## config.mk

```make
export PLATFORM = sky130hd
export DESIGN_NAME = ppg_bandpass_biquad_cascade
export DESIGN_NICKNAME = d
export VERILOG_FILES = /design/src/hdl/bbc_pkg.sv /design/src/hdl/bbc_mac.sv /design/src/hdl/bbc_seq.sv /design/src/hdl/ppg_bandpass_biquad_cascade.sv
export SDC_FILE = /design/constraint.sdc
export NUM_CORES = 2
export LEC_CHECK = 0
export ABC_AREA = 1
export BUFFER_PORTS_ARGS = -buffer_cell sky130_fd_sc_hd__buf_2
export CAP_MARGIN = 20
export CORE_MARGIN = 10
export CORE_UTILIZATION = 35
export CTS_CLUSTER_SIZE = 20
export DETAILED_ROUTE_END_ITERATION = 8
export SETUP_SLACK_MARGIN = 0.4
export SLEW_MARGIN = 15
export SYNTH_ARGS = -nofsm -noshare
export SYNTH_HDL_FRONTEND = slang
export SYNTH_SLANG_ARGS = --single-unit
```

## constraint.sdc

```tcl
create_clock -name aclk -period 8.5 [get_ports aclk]
set_input_delay 1.7 -clock aclk [delete_from_list [all_inputs] [get_ports aclk]]
set_output_delay 1.7 -clock aclk [all_outputs]
set_load 0.01 [all_outputs]
```

## src/hdl/bbc_pkg.sv

```systemverilog
package bbc_pkg;

    localparam int SAMPLE_BITS = 18;
    localparam int FRAC_BITS = 16;
    localparam int COEF_FRAC_BITS = 30;
    localparam int STATE_BITS = 40;
    localparam int OUT_BITS = 20;
    localparam int SPLIT_BITS = 20;
    localparam int COEF_BITS = 32;
    localparam int HALF_BITS = STATE_BITS - SPLIT_BITS + 1;
    localparam int PROD_BITS = COEF_BITS + HALF_BITS;
    localparam int ACC_BITS = 56;
    localparam int TAPS = 5;
    localparam int STEPS = 2 * TAPS;
    localparam int STEP_BITS = $clog2(STEPS);

    localparam logic SECT_HP = 1'b0;
    localparam logic SECT_LP = 1'b1;

    localparam logic [2:0] TAP_X0 = 3'd0;
    localparam logic [2:0] TAP_X1 = 3'd1;
    localparam logic [2:0] TAP_X2 = 3'd2;
    localparam logic [2:0] TAP_Y1 = 3'd3;
    localparam logic [2:0] TAP_Y2 = 3'd4;

    typedef enum logic [2:0] {
        ST_IDLE,
        ST_MUL,
        ST_DRAIN,
        ST_COMB,
        ST_WRITE,
        ST_OUT
    } bbc_state_t;

    typedef struct packed {
        logic clear;
        logic issue;
        logic half;
        logic combine;
    } bbc_mac_ctl_t;

    typedef struct packed {
        logic       accept;
        logic       sect;
        logic [2:0] tap;
        logic       write;
        logic       load_out;
    } bbc_seq_t;

    // Feedback coefficients are stored negated, so every tap is a plain add.
    function automatic logic signed [COEF_BITS-1:0] coef_at(input logic sect,
                                                           input logic [2:0] tap);
        logic signed [COEF_BITS-1:0] c;
        c = '0;
        if (sect == SECT_HP) begin
            case (tap)
                TAP_X0: c = 32'sd1067052477;
                TAP_X1: c = -32'sd2134104954;
                TAP_X2: c = 32'sd1067052477;
                TAP_Y1: c = 32'sd2133960729;
                TAP_Y2: c = -32'sd1060507355;
                default: c = '0;
            endcase
        end else begin
            case (tap)
                TAP_X0: c = 32'sd649388;
                TAP_X1: c = 32'sd1298777;
                TAP_X2: c = 32'sd649388;
                TAP_Y1: c = 32'sd2134822729;
                TAP_Y2: c = -32'sd1062614369;
                default: c = '0;
            endcase
        end
        return c;
    endfunction

endpackage

```

## src/hdl/bbc_mac.sv

```systemverilog
module bbc_mac
    import bbc_pkg::*;
(
    input  logic                          aclk,
    input  logic                          aresetn,
    input  bbc_mac_ctl_t                  ctl,
    input  logic signed [COEF_BITS-1:0]   coef,
    input  logic signed [STATE_BITS-1:0]  operand,
    output logic signed [STATE_BITS-1:0]  result
);

    localparam int SH_BITS = ACC_BITS - (COEF_FRAC_BITS - SPLIT_BITS);

    logic signed [HALF_BITS-1:0] op_half;
    logic signed [PROD_BITS-1:0] prod_next;
    logic signed [PROD_BITS-1:0] prod_reg;
    logic                        acc_en_reg;
    logic                        acc_half_reg;
    logic signed [ACC_BITS-1:0]  acc_lo_reg, acc_lo_next;
    logic signed [ACC_BITS-1:0]  acc_hi_reg, acc_hi_next;
    logic signed [ACC_BITS-1:0]  prod_ext;
    logic signed [ACC_BITS-1:0]  carry_ext;
    logic signed [SH_BITS-1:0]   shifted;

    // The low half of the operand is unsigned, the high half carries the sign.
    assign op_half = ctl.half
        ? {operand[STATE_BITS-1], operand[STATE_BITS-1:SPLIT_BITS]}
        : {{(HALF_BITS-SPLIT_BITS){1'b0}}, operand[SPLIT_BITS-1:0]};

    assign prod_next = coef * op_half;
    assign prod_ext = {{(ACC_BITS-PROD_BITS){prod_reg[PROD_BITS-1]}}, prod_reg};
    assign carry_ext = {{SPLIT_BITS{acc_lo_reg[ACC_BITS-1]}},
                        acc_lo_reg[ACC_BITS-1:SPLIT_BITS]};

    always_comb begin
        acc_lo_next = acc_lo_reg;
        acc_hi_next = acc_hi_reg;
        if (ctl.clear) begin
            // The rounding half is preloaded into the low accumulator.
            acc_lo_next = ACC_BITS'(1) <<< (COEF_FRAC_BITS - 1);
            acc_hi_next = '0;
        end else if (ctl.combine) begin
            acc_hi_next = acc_hi_reg + carry_ext;
        end else if (acc_en_reg) begin
            if (acc_half_reg) begin
                acc_hi_next = acc_hi_reg + prod_ext;
            end else begin
                acc_lo_next = acc_lo_reg + prod_ext;
            end
        end
    end

    always_ff @(posedge aclk) begin
        if (!aresetn) begin
            acc_en_reg <= 1'b0;
            acc_half_reg <= 1'b0;
        end else begin
            acc_en_reg <= ctl.issue;
            acc_half_reg <= ctl.half;
        end
    end

    always_ff @(posedge aclk) begin
        prod_reg <= prod_next;
        acc_lo_reg <= acc_lo_next;
        acc_hi_reg <= acc_hi_next;
    end

    assign shifted = acc_hi_reg[ACC_BITS-1:COEF_FRAC_BITS-SPLIT_BITS];

    always_comb begin
        if (shifted[SH_BITS-1:STATE_BITS-1] == '0 ||
            shifted[SH_BITS-1:STATE_BITS-1] == '1) begin
            result = shifted[STATE_BITS-1:0];
        end else if (shifted[SH_BITS-1]) begin
            result = {1'b1, {(STATE_BITS-1){1'b0}}};
        end else begin
            result = {1'b0, {(STATE_BITS-1){1'b1}}};
        end
    end

endmodule

```

## src/hdl/bbc_seq.sv

```systemverilog
module bbc_seq
    import bbc_pkg::*;
(
    input  logic         aclk,
    input  logic         aresetn,
    input  logic         s_valid,
    output logic         s_ready,
    output logic         m_valid,
    input  logic         m_ready,
    output bbc_mac_ctl_t mac_ctl,
    output bbc_seq_t     seq
);

    bbc_state_t           state_reg, state_next;
    logic [STEP_BITS-1:0] cnt_reg, cnt_next;
    logic                 sect_reg, sect_next;
    logic                 m_valid_reg, m_valid_next;
    logic                 out_free;

    assign out_free = !m_valid_reg || m_ready;

    always_comb begin
        state_next = state_reg;
        cnt_next = cnt_reg;
        sect_next = sect_reg;
        case (state_reg)
            ST_IDLE: begin
                if (s_valid) begin
                    state_next = ST_MUL;
                    cnt_next = '0;
                    sect_next = SECT_HP;
                end
            end
            ST_MUL: begin
                cnt_next = cnt_reg + 1'b1;
                if (cnt_reg == STEP_BITS'(STEPS - 1)) begin
                    state_next = ST_DRAIN;
                end
            end
            ST_DRAIN: state_next = ST_COMB;
            ST_COMB: state_next = ST_WRITE;
            ST_WRITE: begin
                if (sect_reg == SECT_HP) begin
                    state_next = ST_MUL;
                    cnt_next = '0;
                    sect_next = SECT_LP;
                end else begin
                    state_next = ST_OUT;
                end
            end
            ST_OUT: begin
                if (out_free) begin
                    state_next = ST_IDLE;
                end
            end
            default: state_next = ST_IDLE;
        endcase
    end

    always_comb begin
        s_ready = (state_reg == ST_IDLE);
        seq.accept = (state_reg == ST_IDLE) && s_valid;
        seq.sect = sect_reg;
        seq.tap = cnt_reg[STEP_BITS-1:1];
        seq.write = (state_reg == ST_WRITE);
        seq.load_out = (state_reg == ST_OUT) && out_free;
        mac_ctl.clear = seq.accept || (seq.write && sect_reg == SECT_HP);
        mac_ctl.issue = (state_reg == ST_MUL);
        mac_ctl.half = cnt_reg[0];
        mac_ctl.combine = (state_reg == ST_COMB);
        if (seq.load_out) begin
            m_valid_next = 1'b1;
        end else if (m_ready) begin
            m_valid_next = 1'b0;
        end else begin
            m_valid_next = m_valid_reg;
        end
    end

    assign m_valid = m_valid_reg;

    always_ff @(posedge aclk) begin
        if (!aresetn) begin
            state_reg <= ST_IDLE;
            cnt_reg <= '0;
            sect_reg <= SECT_HP;
            m_valid_reg <= 1'b0;
        end else begin
            state_reg <= state_next;
            cnt_reg <= cnt_next;
            sect_reg <= sect_next;
            m_valid_reg <= m_valid_next;
        end
    end

endmodule

```

## src/hdl/ppg_bandpass_biquad_cascade.sv

```systemverilog
// Band-pass filter for an optical pulse sample stream: a high-pass biquad
// followed by a low-pass biquad, both direct form I with fixed coefficients.
// Input channel s_valid/s_ready carries one unsigned sample per item; the
// result channel m_valid/m_ready returns one signed, saturated, band-passed
// sample per item, in order.
// Every product runs through one 32x21 multiplier: each of the five taps of
// a section is split into two 20-bit halves, so a section issues ten
// products, then passes through a drain, a rounding combine and a write-back.
// m_valid rises in the same cycle that s_ready returns, so the block takes a
// new sample only once the last one has reached the output register.
// The result sits in an output register; if the receiver stalls, the block
// holds the next finished item until that register is free and accepts
// nothing meanwhile. Stalls never drop or repeat items.
// A synchronous reset (aresetn low) clears all filter history to zero, so
// the first samples see zero history, and leaves the block idle and ready.
module ppg_bandpass_biquad_cascade
    import bbc_pkg::*;
(
    input  logic                        aclk,
    input  logic                        aresetn,
    input  logic                        s_valid,
    output logic                        s_ready,
    input  logic [SAMPLE_BITS-1:0]      s_sample,
    output logic                        m_valid,
    input  logic                        m_ready,
    output logic signed [OUT_BITS-1:0]  m_filtered
);

    localparam int INT_BITS = STATE_BITS - FRAC_BITS;
    localparam int PAD_BITS = STATE_BITS - SAMPLE_BITS - FRAC_BITS;

    bbc_mac_ctl_t                mac_ctl;
    bbc_seq_t                    seq;
    logic signed [COEF_BITS-1:0] coef;
    logic signed [STATE_BITS-1:0] operand;
    logic signed [STATE_BITS-1:0] result;

    logic [SAMPLE_BITS-1:0]      x_reg;
    logic [SAMPLE_BITS-1:0]      hp_in_prev1_reg, hp_in_prev2_reg;
    logic signed [STATE_BITS-1:0] hp_out_prev1_reg, hp_out_prev2_reg;
    logic signed [STATE_BITS-1:0] lp_in_prev1_reg, lp_in_prev2_reg;
    logic signed [STATE_BITS-1:0] lp_out_prev1_reg, lp_out_prev2_reg;
    logic signed [OUT_BITS-1:0]  filtered_reg, filtered_next;
    logic signed [INT_BITS-1:0]  lp_int;

    bbc_seq u_seq (
        .aclk    (aclk),
        .aresetn (aresetn),
        .s_valid (s_valid),
        .s_ready (s_ready),
        .m_valid (m_valid),
        .m_ready (m_ready),
        .mac_ctl (mac_ctl),
        .seq     (seq)
    );

    bbc_mac u_mac (
        .aclk    (aclk),
        .aresetn (aresetn),
        .ctl     (mac_ctl),
        .coef    (coef),
        .operand (operand),
        .result  (result)
    );

    assign coef = coef_at(seq.sect, seq.tap);

    always_comb begin
        operand = '0;
        if (seq.sect == SECT_HP) begin
            case (seq.tap)
                TAP_X0: operand = {{PAD_BITS{1'b0}}, x_reg, {FRAC_BITS{1'b0}}};
                TAP_X1: operand = {{PAD_BITS{1'b0}}, hp_in_prev1_reg, {FRAC_BITS{1'b0}}};
                TAP_X2: operand = {{PAD_BITS{1'b0}}, hp_in_prev2_reg, {FRAC_BITS{1'b0}}};
                TAP_Y1: operand = hp_out_prev1_reg;
                TAP_Y2: operand = hp_out_prev2_reg;
                default: operand = '0;
            endcase
        end else begin
            // The high-pass output of this item was just written to hp_out_prev1.
            case (seq.tap)
                TAP_X0: operand = hp_out_prev1_reg;
                TAP_X1: operand = lp_in_prev1_reg;
                TAP_X2: operand = lp_in_prev2_reg;
                TAP_Y1: operand = lp_out_prev1_reg;
                TAP_Y2: operand = lp_out_prev2_reg;
                default: operand = '0;
            endcase
        end
    end

    assign lp_int = lp_out_prev1_reg[STATE_BITS-1:FRAC_BITS];

    always_comb begin
        if (lp_int[INT_BITS-1:OUT_BITS-1] == '0 || lp_int[INT_BITS-1:OUT_BITS-1] == '1) begin
            filtered_next = lp_int[OUT_BITS-1:0];
        end else if (lp_int[INT_BITS-1]) begin
            filtered_next = {1'b1, {(OUT_BITS-1){1'b0}}};
        end else begin
            filtered_next = {1'b0, {(OUT_BITS-1){1'b1}}};
        end
    end

    always_ff @(posedge aclk) begin
        if (!aresetn) begin
            hp_in_prev1_reg <= '0;
            hp_in_prev2_reg <= '0;
            hp_out_prev1_reg <= '0;
            hp_out_prev2_reg <= '0;
            lp_in_prev1_reg <= '0;
            lp_in_prev2_reg <= '0;
            lp_out_prev1_reg <= '0;
            lp_out_prev2_reg <= '0;
        end else if (seq.write) begin
            if (seq.sect == SECT_HP) begin
                hp_in_prev2_reg <= hp_in_prev1_reg;
                hp_in_prev1_reg <= x_reg;
                hp_out_prev2_reg <= hp_out_prev1_reg;
                hp_out_prev1_reg <= result;
            end else begin
                lp_in_prev2_reg <= lp_in_prev1_reg;
                lp_in_prev1_reg <= hp_out_prev1_reg;
                lp_out_prev2_reg <= lp_out_prev1_reg;
                lp_out_prev1_reg <= result;
            end
        end
    end

    always_ff @(posedge aclk) begin
        if (seq.accept) begin
            x_reg <= s_sample;
        end
        if (seq.load_out) begin
            filtered_reg <= filtered_next;
        end
    end

    assign m_filtered = filtered_reg;

endmodule

```

# After elaboration in Yosys (flattened, before gate mapping)
# Index checks and enable logic that the tools add are counted.
[classes]
addsub = 4
multipliers = 1
n_eq_ne = 16
muxes = 26
bitwise = 3
reduce_logical = 25
[ops]
columns = ["op", "n"]
rows = [
  ["case mux 40 bit (5 select lines)", 2],
  ["case mux 32 bit (4 select lines)", 2],
  ["two-way mux 56 bit", 3],
  ["two-way mux 40 bit", 3],
  ["adder 56 x 53 -> 56 bit", 2],
  ["adder 56 x 36 -> 56 bit", 1],
  ["multiplier 32 x 21 -> 53 bit", 1],
  ["two-way mux 20 bit", 2],
  ["two-way mux 32 bit", 1],
  ["two-way mux 21 bit", 1],
  ["case mux 3 bit (6 select lines)", 1],
  ["== test 3 x 2 -> 1 bit (second input constant)", 4],
  ["two-way mux 3 bit", 4],
  ["case mux 4 bit (3 select lines)", 1],
  ["== test 3 bit (second input constant)", 3],
  ["AND reduction 3 bit", 3],
  ["two-way mux 4 bit", 2],
  ["AND reduction 2 bit", 4],
  ["nonzero test 2 bit", 4],
  ["== test 7 bit (second input constant)", 1],
  ["logical NOT 7 bit", 1],
  ["== test 3 x 1 -> 1 bit (second input constant)", 2],
  ["logical NOT 3 bit", 2],
  ["inequality test 2 bit (second input constant)", 3],
  ["13 further kinds", 22],
]
[totals]
ff_bits = 490
input_bits = 22
output_inout_bits = 22
wordCells = 94

# Logic depth before layout (Yosys ltp)
[logic_depth]
word_depth = 5
depth_mapped = 39
depth_no_buf = 38

# By module
# A second synthesis with hierarchy kept.
[unflattened]
hier_cells = 7821
area_unflattened_um2 = 54124.4
[modules_own_cells]
columns = ["module", "instances", "cells_each", "area_per_inst_um2", "seq_area_each_um2"]
rows = [
  ["bbc_mac", 1, 5702, 39575.5, 3343.2],
  ["ppg_bandpass_biquad_cascade", 1, 2041, 14022.2, 6666.4],
  ["bbc_seq", 1, 78, 526.8, 180.2],
]

# Least setup slack after synthesis
# No wires, ideal clock.
[synth_timing]
kind = "register to register"
start = "register u_seq.cnt_reg[1]"
end = "register u_mac.prod_reg[48]"
setup_ns = 0.072
arrival_ns = 7.429
required_ns = 8.428
path_slack_ns = 1.000
path_stages_with_launch = 32
n_path_buf = 1
period_less_slack_ns = 7.500
cell_sequence = "dfxtp_1 > inv_2 > nor2_4 > inv_2 > a21oi_2 > inv_2 > nor2_2 > inv_2 > nand2_1 > buf_2 > nand2_1 > fa_1 > fa_1 > inv_1 > fa_1 > inv_1 > fa_1 > inv_1 > fa_1 > inv_1 > fa_1 > fa_1 > inv_1 > ha_1 > nand2_1 > nor2_1 > inv_1 > nor4_1 > nand2_1 > or2_2 > nand3_1 > xor2_1"
[synth_via]
elab_chain_len = 5
elab_cells_between_ends = 14
classes_between = "mul: 1; eq/ne: 4; mux: 7; reduce/logical: 2"
[synth_rtl]
columns = ["element", "line_no", "text"]
rows = [
  ["start: declaration", "bbc_seq.sv:15", "logic [STEP_BITS-1:0] cnt_reg, cnt_next;"],
  ["start signal: assignment", "bbc_seq.sv:90", "cnt_reg <= cnt_next;"],
  ["== test 3 bit, or another cell as far along", "-", ""],
  ["case mux 40 bit (5 select lines), or another cell as far along", "ppg_bandpass_biquad_cascade.sv:71", "case (seq.tap)"],
  ["two-way mux 40 bit, or another cell as far along", "ppg_bandpass_biquad_cascade.sv:70", "if (seq.sect == SECT_HP) begin"],
  ["two-way mux 21 bit / two-way mux 32 bit (equally long branches)", "bbc_mac.sv:27, bbc_pkg.sv:55", ""],
  ["multiplier 32 x 21 -> 53 bit (*)", "bbc_mac.sv:30", "assign prod_next = coef * op_half;"],
  ["named net u_mac.prod_next[48]", "bbc_mac.sv:15", "logic signed [PROD_BITS-1:0] prod_next;"],
  ["end signal: assignment", "bbc_mac.sv:64", "prod_reg <= prod_next;"],
  ["end: declaration", "bbc_mac.sv:16", "logic signed [PROD_BITS-1:0] prod_reg;"],
]
# Mark *: on every way through the listed nets, which the timed path passes. The rest lies on a longest branch.
# A chain may end at the register's enable or synchronous reset.

# Worst setup path in the final report
[layout_timing]
start = "register u_seq.cnt_reg[2]"
end = "register u_mac.prod_reg[41]"
# Same word-level chain as after synthesis.

==> impl_metrics.tcl <==
set metrics [dict create \
    drt-pass1-iter-count 6 \
    layout_common_cells "inv_1 (1,762), nand2_1 (1,227), nor2_1 (679)" \
    crit_top_cell "inv_1" \
    io_pins 44 \
    r2r-end "u_mac.prod_reg[41]$_DFF_P_" \
    slew_viol_final 0 \
    ant_nets 0 \
    drt-total-wl_um 197000 \
    rsz0062_at_grt "yes" \
    place_congestion 1.03 \
    hold_end "lp_in_prev2_reg[11]$_SDFFE_PN0P_" \
    status "finished clean" \
    cts_root_buf "clkbuf_16" \
    ys_ff_latch 490 \
    hold_depth 2 \
    path_delay_family "adder cells" \
    routedWlPerCell_um 21.0 \
    finish.utilization_pct 39.2 \
    place_inst 9227 \
    clk_path_buf_depth 3 \
    grt_max_degree 224 \
    r2r_cells 33 \
    worst_setup_path_end_kind "flip-flop" \
    r2r_setup_slack_ns 0.51 \
    finalCriticalPeriod_ns 7.99 \
    insertion_delay_ns 0.67 \
    synth_fp_nets 8244 \
    ys_warn_count 0 \
    area_delta_synth_final_pct 11.0 \
    die_y_um 406 \
    vias 48100 \
    cp_max_fo 16 \
    cp.arrival_ns 8.52 \
    worstPathRequired_ns 9.04 \
    cap_violations 0 \
    h-tree-depth 2 \
    critical_path.max_stage_delay_ns 0.54 \
    portBuffers 43 \
    grt.total_usage_pct 23.3 \
    numCtsBuffers 54 \
    grt_pass1_wl_um 293000 \
    synthArstFlopShare_pct 0 \
    drtIter0Drc 4523 \
    reg2reg_from "u_seq.cnt_reg[2]$_SDFFE_PN0P_" \
    hold_class "flip-flop to flip-flop" \
    max_slew_margin_pct 19.7 \
    criticalPathCategory "flip-flop to flip-flop" \
    max_freq_ghz 0.125 \
    grt_antenna_before_repair 7 \
    cp_slowest_cell "fa_1" \
    fin_tns_setup_ns 0 \
    syn-mean-instance-area_um2 7.13 \
    die_area_um2 165000 \
    die_x_um 406 \
    grt_pass1_vias 47000 \
    ys_types 56 \
    finalSetupViolations 0 \
    critPathBufInv 10 \
    tightestPinTransition_ns 1.19 \
    rows 141 \
    final_common_cell "inv_1" \
    initial_core_util_pct 35.3 \
    synthFlopType "dfxtp_1" \
    cts.sinks 490 \
    dp_hpwl_um 159000 \
    syn_area_um2 52300 \
    grt.overflow.total 0 \
    synth_cells 7330 \
    vias_per_cell 5.15 \
    coreArea_um2 148000 \
    drive_above_1_share_pct 7.05 \
    worst_clock_skew_ns 0.0290 \
    path_clk_slew_ns 0.07 \
    instances_no_fill 9346 \
    ys_seq_area_share_pct 19.5 \
    period_share_pct 94.0 \
    drc_errors 0 \
    nets 8285 \
    worstHoldStart "lp_in_prev1_reg[11]$_SDFFE_PN0P_" \
    cp-start-kind "flip-flop" \
    hold_ws_ns 0.452 \
    hold_violations 0 \
    tritoncts "yes" \
    synth_edf_count 38 \
]
how the worst max path moves through the flow:
| stage | startpoint | endpoint | slack (ns) | cells after the start |
|---|---|---|---|---|
| global placement | u_seq.sect_reg$_SDFFE_PN0P_ | u_mac.prod_reg[50]$_DFF_P_ | -0.04 | 28 |
| CTS | u_seq.sect_reg$_SDFFE_PN0P_ | u_mac.prod_reg[52]$_DFF_P_ | 0.42 | 30 |
| detailed placement | u_seq.sect_reg$_SDFFE_PN0P_ | u_mac.prod_reg[50]$_DFF_P_ | -0.009 | 28 |
| global route | u_seq.cnt_reg[2]$_SDFFE_PN0P_ | u_mac.prod_reg[47]$_DFF_P_ | 0.33 | 33 |
| finish | u_seq.cnt_reg[2]$_SDFFE_PN0P_ | u_mac.prod_reg[41]$_DFF_P_ | 0.51 | 33 |
| floorplan | u_seq.cnt_reg[1]$_SDFFE_PN0P_ | u_mac.prod_reg[48]$_DFF_P_ | 1.0 | 31 |
area by class of cell:
| cell class | count | area [um^2] |
|---|---|---|
| Clock buffer | 64 | 1470 |
| Inverter | 1810 | 6860 |
| Sequential cell | 490 | 10200 |
| Fill cell | 15600 | 90000 |
| Tap cell | 1930 | 2410 |
| Clock inverter | 36 | 448 |
| Antenna cell | 1 | 2.50 |
| Multi-Input combinational cell | 4775 | 34600 |
| Timing Repair Buffer | 240 | 2030 |
through the flow:
| stage | worst slack, ns | instance area (um^2) |
|---|---|---|
| floorplan | 1.00 | 52300 |
| global placement | -0.0448 | 55300 |
| detailed placement | -0.00923 | 55300 |
| CTS | 0.420 | 57400 |
| global route | 0.327 | 58000 |
| finish | 0.513 | 58000 |
kinds of logic after synthesis:
group	after synthesis	share of synthesized area, %
AND/OR/NAND/NOR	2362	18.4
buffers and inverters	2066	15.2
AO/OA/AOI/OAI	1413	14.5
adder cells (fa/ha/maj)	892	30.7
flip-flops	490	19.5
XOR/XNOR	106	1.78
other	1	0.00717
cell usage after synthesis (16+ instances only):
library cell  count  area share (%)
o221ai_1         19            0.32
o21ai_0         593             5.7
clkbuf_1        149             1.1
fa_1            648              25
buf_1            16            0.11
nand4_1          39            0.47
dfxtp_1         452              17
o211ai_1         16            0.23
nand2_1        1245             8.9
inv_1          1775              13
nor2_1          701             5.0
buf_2            76            0.73
o21bai_1         40            0.57
o21ai_1          23            0.22
edfxtp_1         38             2.2
nor3_1           46            0.44
a21oi_1         570             5.5
ha_1            244             5.8
xor2_1           79             1.3
xnor2_1          27            0.45
o22ai_1          89             1.1
nand3_1         261             2.5
nor4_1           20            0.24
inv_2            30            0.22
worst min-delay path, cell delays in order, from the launching register on:
cell and delay [ns]:
dfxtp_1 0.31, inv_1 0.06, a21oi_1 0.06
repair_timing:
| action | CTS | global route |
|---|---|---|
| endpoints found under the hold margin | 0 | 0 |
| gates cloned | 0 | 2 |
| hold buffers | 0 | 0 |
| setup endpoints to repair | 28 | 31 |
| setup buffers | 0 | 15 |
| gates resized for setup | 38 | 125 |
| pin swaps | 1 | 16 |
metal layers:
layer,up-vias,part of all wire (%),global-route usage [%],wire [um]
met4,12,5.1,10.3,10000
met3,421,8.2,3.81,16000
met1,23200,41,30.5,80600
met2,1982,46,37.7,89800
li1,22500,-,-,-
met5,-,0.040,0,79
Power is not shown: default switching activity piles up to over one toggle a cycle in this logic, so the estimate is an artifact.
